--- src/hw/rtl/bcu_pkg.sv ---
`default_nettype none

package bcu_pkg;

  // word width of the operands and the result
  localparam int unsigned WORD_W = 64;
  localparam int unsigned HALF_W = WORD_W / 2;

  // divider retires this many quotient bits per cycle
  localparam int unsigned DIV_BITS   = 4;
  localparam int unsigned DIV_CYCLES = WORD_W / DIV_BITS;
  localparam int unsigned DIV_CNT_W  = $clog2(DIV_CYCLES);

  // main sequencer
  typedef enum logic [3:0] {
    ST_IDLE,
    ST_SETUP,
    ST_RANGE,
    ST_QGO,
    ST_QWAIT,
    ST_MUL,
    ST_RGO,
    ST_RWAIT,
    ST_STEP,
    ST_OUT
  } bcu_state_t;

  // partial product schedule of the shared 32x32 multiplier
  typedef enum logic [2:0] {
    MP_Q_LL,
    MP_Q_LH,
    MP_Q_HL,
    MP_R_L,
    MP_R_H,
    MP_FLUSH
  } bcu_mph_t;

endpackage

`default_nettype wire

--- src/hw/rtl/bcu_div.sv ---
`default_nettype none

// iterative divider of a 64-bit word by a small nonzero divisor
module bcu_div #(
  parameter int unsigned DW = 6
) (
  input  wire logic                        clk,
  input  wire logic                        rst_n,
  input  wire logic                        start,
  input  wire logic [bcu_pkg::WORD_W-1:0]  dividend,
  input  wire logic [DW-1:0]               divisor,
  output logic                             done,
  output logic [bcu_pkg::WORD_W-1:0]       quot,
  output logic [DW-1:0]                    rem
);

  logic                           busy_r;
  logic                           done_r;
  logic [bcu_pkg::DIV_CNT_W-1:0]  cnt_r;
  logic [bcu_pkg::WORD_W-1:0]     num_r;
  logic [bcu_pkg::WORD_W-1:0]     num_nxt;
  logic [DW-1:0]                  rem_r;
  logic [DW-1:0]                  rem_nxt;
  logic [DW-1:0]                  den_r;

  // a few restoring steps per cycle on the narrow partial remainder
  always_comb begin
    logic [DW:0]                  t;
    logic [DW-1:0]                r;
    logic [bcu_pkg::WORD_W-1:0]   q;
    r = rem_r;
    q = num_r;
    for (int s = 0; s < bcu_pkg::DIV_BITS; s++) begin
      t = {r, q[bcu_pkg::WORD_W-1]};
      q = {q[bcu_pkg::WORD_W-2:0], 1'b0};
      if (t >= {1'b0, den_r}) begin
        r    = DW'(t - {1'b0, den_r});
        q[0] = 1'b1;
      end else begin
        r = t[DW-1:0];
      end
    end
    num_nxt = q;
    rem_nxt = r;
  end

  // control
  always_ff @(posedge clk) begin
    if (!rst_n) begin
      busy_r <= 1'b0;
      done_r <= 1'b0;
      cnt_r  <= '0;
    end else begin
      done_r <= 1'b0;
      if (start) begin
        busy_r <= 1'b1;
        cnt_r  <= '0;
      end else if (busy_r) begin
        cnt_r <= cnt_r + 1'b1;
        if (cnt_r == bcu_pkg::DIV_CNT_W'(bcu_pkg::DIV_CYCLES - 1)) begin
          busy_r <= 1'b0;
          done_r <= 1'b1;
        end
      end
    end
  end

  // datapath: dividend shifts out as quotient bits shift in
  always_ff @(posedge clk) begin
    if (start) begin
      num_r <= dividend;
      rem_r <= '0;
      den_r <= divisor;
    end else if (busy_r) begin
      num_r <= num_nxt;
      rem_r <= rem_nxt;
    end
  end

  assign done = done_r;
  assign quot = num_r;
  assign rem  = rem_r;

endmodule

`default_nettype wire

--- src/hw/rtl/binomial_coefficient_unit_top.sv ---
`default_nettype none

// channel   dir  handshake            payload
// in_       in   in_valid/in_stall    in_n_value[63:0], in_r_value[63:0]
// out_      out  out_valid/out_stall  out_comb_result[63:0]
//
// one beat in, one beat out; no new beat is taken until the result has left
// k = min(r, n-r); each step runs two divides and five 32x32 partial products
// through the shared divider and multiplier; r > n or k >= MAX_STEPS skips
// the steps and gives a zero result
// reset is synchronous and clears the sequencer; out_stall holds the result
module binomial_coefficient_unit_top #(
  parameter int unsigned MAX_STEPS = 34
) (
  input  wire logic                        clk,
  input  wire logic                        rst_n,
  input  wire logic                        in_valid,
  output logic                             in_stall,
  input  wire logic [bcu_pkg::WORD_W-1:0]  in_n_value,
  input  wire logic [bcu_pkg::WORD_W-1:0]  in_r_value,
  output logic                             out_valid,
  input  wire logic                        out_stall,
  output logic [bcu_pkg::WORD_W-1:0]       out_comb_result
);

  localparam int unsigned DW = $clog2(MAX_STEPS + 1);
  localparam int unsigned WW = bcu_pkg::WORD_W;
  localparam int unsigned HW = bcu_pkg::HALF_W;

  bcu_pkg::bcu_state_t  state_r;
  bcu_pkg::bcu_state_t  state_nxt;
  bcu_pkg::bcu_mph_t    mph_r;

  logic [WW-1:0]  n_r;
  logic [WW-1:0]  r_r;
  logic [WW-1:0]  diff_r;
  logic           over_r;
  logic [DW-1:0]  k_r;
  logic [DW-1:0]  d_r;
  logic [WW-1:0]  m_r;
  logic [WW-1:0]  v_r;
  logic [WW-1:0]  accq_r;
  logic [WW-1:0]  accr_r;
  logic [WW-1:0]  prod_r;

  logic           too_big;
  logic           zero_res;
  logic [DW-1:0]  k_sel;

  logic           div_start;
  logic [WW-1:0]  div_dividend;
  logic           div_done;
  logic [WW-1:0]  div_quot;
  logic [DW-1:0]  div_rem;

  logic [HW-1:0]  mul_a;
  logic [HW-1:0]  mul_b;

  // range check: min(r, n-r) >= MAX_STEPS exactly when both are
  assign too_big  = (r_r >= WW'(MAX_STEPS)) && (diff_r >= WW'(MAX_STEPS));
  assign zero_res = over_r || too_big;
  assign k_sel    = (r_r <= diff_r) ? r_r[DW-1:0] : diff_r[DW-1:0];

  // next state
  always_comb begin
    state_nxt = state_r;
    unique case (state_r)
      bcu_pkg::ST_IDLE:  if (in_valid) state_nxt = bcu_pkg::ST_SETUP;
      bcu_pkg::ST_SETUP: state_nxt = bcu_pkg::ST_RANGE;
      bcu_pkg::ST_RANGE: begin
        if (zero_res || (k_sel == '0)) state_nxt = bcu_pkg::ST_OUT;
        else                           state_nxt = bcu_pkg::ST_QGO;
      end
      bcu_pkg::ST_QGO:   state_nxt = bcu_pkg::ST_QWAIT;
      bcu_pkg::ST_QWAIT: if (div_done) state_nxt = bcu_pkg::ST_MUL;
      bcu_pkg::ST_MUL:   if (mph_r == bcu_pkg::MP_FLUSH) state_nxt = bcu_pkg::ST_RGO;
      bcu_pkg::ST_RGO:   state_nxt = bcu_pkg::ST_RWAIT;
      bcu_pkg::ST_RWAIT: if (div_done) state_nxt = bcu_pkg::ST_STEP;
      bcu_pkg::ST_STEP: begin
        if (d_r == k_r) state_nxt = bcu_pkg::ST_OUT;
        else            state_nxt = bcu_pkg::ST_QGO;
      end
      bcu_pkg::ST_OUT:   if (!out_stall) state_nxt = bcu_pkg::ST_IDLE;
      default:           state_nxt = bcu_pkg::ST_IDLE;
    endcase
  end

  // sequencer outputs
  always_comb begin
    in_stall     = 1'b1;
    out_valid    = 1'b0;
    div_start    = 1'b0;
    div_dividend = v_r;
    unique case (state_r)
      bcu_pkg::ST_IDLE: in_stall  = 1'b0;
      bcu_pkg::ST_QGO:  div_start = 1'b1;
      bcu_pkg::ST_RGO: begin
        div_start    = 1'b1;
        div_dividend = accr_r;
      end
      bcu_pkg::ST_OUT:  out_valid = 1'b1;
      default: begin
      end
    endcase
  end

  // state register
  always_ff @(posedge clk) begin
    if (!rst_n) begin
      state_r <= bcu_pkg::ST_IDLE;
    end else begin
      state_r <= state_nxt;
    end
  end

  // shared divider: v / d, then (rem * m) / d
  bcu_div #(
    .DW (DW)
  ) u_div (
    .clk      (clk),
    .rst_n    (rst_n),
    .start    (div_start),
    .dividend (div_dividend),
    .divisor  (d_r),
    .done     (div_done),
    .quot     (div_quot),
    .rem      (div_rem)
  );

  // operand select for the shared multiplier
  always_comb begin
    mul_a = '0;
    mul_b = '0;
    case (mph_r)
      bcu_pkg::MP_Q_LL: begin
        mul_a = div_quot[HW-1:0];
        mul_b = m_r[HW-1:0];
      end
      bcu_pkg::MP_Q_LH: begin
        mul_a = div_quot[HW-1:0];
        mul_b = m_r[WW-1:HW];
      end
      bcu_pkg::MP_Q_HL: begin
        mul_a = div_quot[WW-1:HW];
        mul_b = m_r[HW-1:0];
      end
      bcu_pkg::MP_R_L: begin
        mul_a = HW'(div_rem);
        mul_b = m_r[HW-1:0];
      end
      bcu_pkg::MP_R_H: begin
        mul_a = HW'(div_rem);
        mul_b = m_r[WW-1:HW];
      end
      default: begin
      end
    endcase
  end

  // multiplier phase counter
  always_ff @(posedge clk) begin
    if (!rst_n) begin
      mph_r <= bcu_pkg::MP_Q_LL;
    end else if (state_r == bcu_pkg::ST_MUL) begin
      if (mph_r == bcu_pkg::MP_FLUSH) mph_r <= bcu_pkg::MP_Q_LL;
      else                            mph_r <= bcu_pkg::bcu_mph_t'(mph_r + 3'd1);
    end
  end

  // datapath: product registered, accumulated in the next cycle
  always_ff @(posedge clk) begin
    prod_r <= WW'(mul_a * mul_b);
    case (state_r)
      bcu_pkg::ST_IDLE: begin
        n_r <= in_n_value;
        r_r <= in_r_value;
      end
      bcu_pkg::ST_SETUP: begin
        diff_r <= n_r - r_r;
        over_r <= r_r > n_r;
      end
      bcu_pkg::ST_RANGE: begin
        k_r <= k_sel;
        d_r <= DW'(1);
        m_r <= n_r;
        v_r <= zero_res ? '0 : WW'(1);
      end
      bcu_pkg::ST_MUL: begin
        case (mph_r)
          bcu_pkg::MP_Q_LH: accq_r <= prod_r;
          bcu_pkg::MP_Q_HL: accq_r <= accq_r + {prod_r[HW-1:0], {HW{1'b0}}};
          bcu_pkg::MP_R_L:  accq_r <= accq_r + {prod_r[HW-1:0], {HW{1'b0}}};
          bcu_pkg::MP_R_H:  accr_r <= prod_r;
          bcu_pkg::MP_FLUSH: accr_r <= accr_r + {prod_r[HW-1:0], {HW{1'b0}}};
          default: begin
          end
        endcase
      end
      bcu_pkg::ST_STEP: begin
        v_r <= accq_r + div_quot;
        d_r <= DW'(d_r + 1'b1);
        m_r <= m_r - WW'(1);
      end
      default: begin
      end
    endcase
  end

  assign out_comb_result = v_r;

endmodule

`default_nettype wire

--- config.mk ---
export PLATFORM = sky130hd
export DESIGN_NAME = binomial_coefficient_unit_top
export DESIGN_NICKNAME = d
export VERILOG_FILES = /design/src/hw/rtl/bcu_pkg.sv /design/src/hw/rtl/bcu_div.sv /design/src/hw/rtl/binomial_coefficient_unit_top.sv
export SDC_FILE = /design/constraint.sdc
export NUM_CORES = 2
export LEC_CHECK = 0
export BUFFER_PORTS_ARGS = -buffer_cell sky130_fd_sc_hd__buf_2
export CAP_MARGIN = 10
export CORE_ASPECT_RATIO = 0.8
export CORE_MARGIN = 2
export CORE_UTILIZATION = 56
export DETAILED_ROUTE_END_ITERATION = 10
export GPL_TIMING_DRIVEN = 1
export PLACE_DENSITY = 0.77
export SETUP_SLACK_MARGIN = 0.15
export SLEW_MARGIN = 0
export SYNTH_ARGS = -nofsm -noshare
export SYNTH_HDL_FRONTEND = slang
export SYNTH_SLANG_ARGS = --single-unit
export TNS_END_PERCENT = 20
--- constraint.sdc ---
create_clock -name clk -period 11.4 [get_ports clk]
set_clock_uncertainty 0.05 [all_clocks]
set_input_delay 1.14 -clock clk [delete_from_list [all_inputs] [get_ports clk]]
set_output_delay 1.14 -clock clk [all_outputs]
set_load 0.02 [all_outputs]
==> results.py <==
metrics = {
    "placement": {
        "port_buffers": 197,
        "dp_hpwl_um": 191000,
        "place.gp.congestion": 1.11,
    },
    "logic_synthesis": {
        "synth_flop_cell": "edfxtp_1",
        "synthTopCellsByCount": "inv_1 (1091), fa_1 (904), nor2_1 (879)",
        "ys_async_sr_fraction_pct": 0,
        "yosysMostFrequentCell": "inv_1",
        "yosysWarnings": 0,
        "synth_nets": 8970,
        "ys_seq_area_share_pct": 25.4,
        "ys_ff_latch": 614,
        "synth_edf_count": 531,
        "synth_cells": 7390,
        "synth.area.top_cells": "fa_1 (26%), edfxtp_1 (23%), ha_1 (9.8%)",
        "synth.cell_area_mm2": 0.0694,
        "synth.distinct_cells": 90,
        "syn_area_per_cell_um2": 9.39,
        "synth_largest_area_cell": "fa_1",
        "synth_top_area_share_pct": 26.1,
    },
    "clocking": {
        "cts_buffer_depth": 3,
        "post_cts_buffers": 0,
        "clkLatencyLatePin_ns": 0.67,
        "numCtsBuffers": 68,
        "cts_root_buffer": "clkbuf_16",
        "clock-sinks": 614,
        "postCtsResizedCells": 0,
        "htreeDepth": 3,
        "path_clk_slew_ns": 0.06,
        "cts_hold_buffers": 0,
        "cts_tree": "done",
    },
    "sta": {
        "period_needed_ns": 10.88,
        "slew_violations": 0,
        "fin_crit_sh_pct": 95.4,
        "worst_pin_slew_ns": 1.39,
        "fmax_mhz": 91.9,
        "grt_setup_unrepaired": "false",
        "hold_viol_final": 0,
        "slew_headroom_pct": 7.30,
        "setup_viol_count_final": 0,
        "tns_ns": 0,
    },
    "min_path": {
        "holdCritPathClass": "flip-flop to flip-flop",
    },
    "grt": {
        "grt_pass1_vias": 56600,
        "grt.total_usage_pct": 37.8,
        "antenna_found_initial": 10,
        "grt_overflow": 0,
        "grt_pass1_wl_um": 356000,
        "grt_max_degree": 106,
    },
    "setup_path": {
        "end_kind": "flip-flop",
        "critical_path_required_ns": 11.95,
        "cpPeakStageDelay_ns": 0.76,
        "cp_common_cell": "fa_1",
        "worstPathMaxFanout": 35,
        "path_class": "flip-flop to flip-flop",
        "arrival_ns": 11.43,
        "crit_slowest_cell": "dfxtp_1",
        "critPathLaunchType": "flip-flop",
    },
    "detailed_routing": {
        "drt-vias-per-instance": 6.17,
        "drt-total-wl_um": 239000,
        "routedWlPerCell_um": 25.9,
        "drt_first_pass_iters": 6,
        "via_count": 56900,
        "drc": 0,
        "first_iter_violations": 6618,
        "final_antenna_net_count": 0,
    },
    "die": {
        "core_mm2": 0.123,
        "initial_core_util_pct": 56.4,
        "rows": 115,
        "fp.dieW_um": 397,
        "die-height_um": 319,
        "ioPinCount": 198,
        "die-area_mm2": 0.127,
    },
    "cells_and_area": {
        "fin_nets": 9086,
        "syn2layout_area_growth_pct": 8.14,
        "drive_gt1_share_pct": 7.56,
    },
    "outcome": {
        "outcome": "completed",
    },
    "flow_run": {
        "cap_violations": 0,
    },
}
-- area by class of cell --
| class | count | area, um2 |
|---|---|---|
| inverter | 1091 | 4100 |
| tap | 1638 | 2050 |
| clock buffer | 86 | 1890 |
| multi-input combinational | 5360 | 46700 |
| fill | 10500 | 47900 |
| antenna | 11 | 27.5 |
| timing repair buffer | 371 | 2320 |
| sequential | 614 | 17600 |
| clock inverter | 40 | 345 |
-- registers in the layout (all words and copies together), names as in the netlist --
| register | flops |
|---|---|
| u_div.busy_r | 1 |
| accq_r | 64 |
| n_r | 64 |
| state_r | 4 |
| u_div.cnt_r | 4 |
| mph_r | 3 |
| k_r | 6 |
| out_comb_result | 64 |
| m_r | 64 |
| u_div.rem | 6 |
| r_r | 64 |
| u_div.quot | 64 |
| diff_r | 64 |
| u_div.den_r | 6 |
| u_div.done | 1 |
| over_r | 1 |
| d_r | 6 |
| accr_r | 64 |
| prod_r | 64 |
-- path summary, 6_finish.rpt --
path | end | slack, ns | depth (start not counted) | startpoint
worst min register to register | u_div.cnt_r[3] | 0.48 | 2 | u_div.cnt_r[3]
worst max register to register | prod_r[63] | 0.52 | 29 | mph_r[1]
worst max-delay path | prod_r[63] | 0.52 | 29 | mph_r[1]
worst min-delay path | u_div.cnt_r[3] | 0.48 | 2 | u_div.cnt_r[3]
-- cell usage in the layout (no fill, tap or decap), types with 44 or more instances in the layout --
cell       netlist  routed
a21oi_1        307     300
and2_1          81      80
o21bai_1        45      44
inv_1         1091    1090
buf_4            0     172
nand3_1         77      77
buf_2            3     197
nand4_1         66      66
xor2_1         106     106
a21o_1         155     155
nor2_1         879     875
nor3_1          83      80
xnor2_1        197     197
nor4_1          51      49
dfxtp_1         83      83
a22o_1          58      57
fa_1           904     904
clkbuf_16        0      72
nand2_1        812     811
ha_1           544     544
edfxtp_1       531     531
o21ai_0        346     346
mux2i_1         80      80
-- per-layer routing --
| layer | track usage (%) | part of all wire, % |
|---|---|---|
| met1 | 50.8 | 38 |
| met2 | 54.7 | 42 |
| met3 | 12.3 | 14 |
| met4 | 19.3 | 6.3 |
| met5 | 0 | 0.023 |
-- logic make-up after synthesis --
| group | share of synthesized area (%) |
|---|---|
| and+or+nand+nor | 14.2 |
| adders and majority gates | 35.9 |
| buffers and inverters | 7.67 |
| AOI/OAI and AO/OA | 11.7 |
| DFF | 25.4 |
| xor gates and xnor gates | 3.83 |
| muxes | 1.37 |
-- critical path: cells and delay by family (launching register included) --
| kind | cells | cell delay (ns) |
|---|---|---|
| xor gates and xnor gates | 1 | 0.13 |
| DFF | 1 | 0.76 |
| and+or+nand+nor | 5 | 1.90 |
| adders and majority gates | 9 | 4.49 |
| buffers and inverters | 6 | 0.93 |
| AOI/OAI and AO/OA | 8 | 2.53 |
-- metrics by stage --
step	util, %	instance area [um2]	std cells	worst slack, ns	hold slack (ns)
2_1_floorplan	-	69400	7390	2.24	0.412
3_3_place_gp	59.2	72700	9073	0.728	0.445
3_5_place_dp	59.2	72700	9073	0.568	0.452
4_1_cts	61.0	75000	9199	0.538	0.477
5_1_grt	61.0	75000	9201	0.175	0.510
6_report	61.0	75000	9211	0.520	0.479
Power is not shown: default switching activity piles up to over one toggle a cycle in this logic, so the estimate is an artifact.
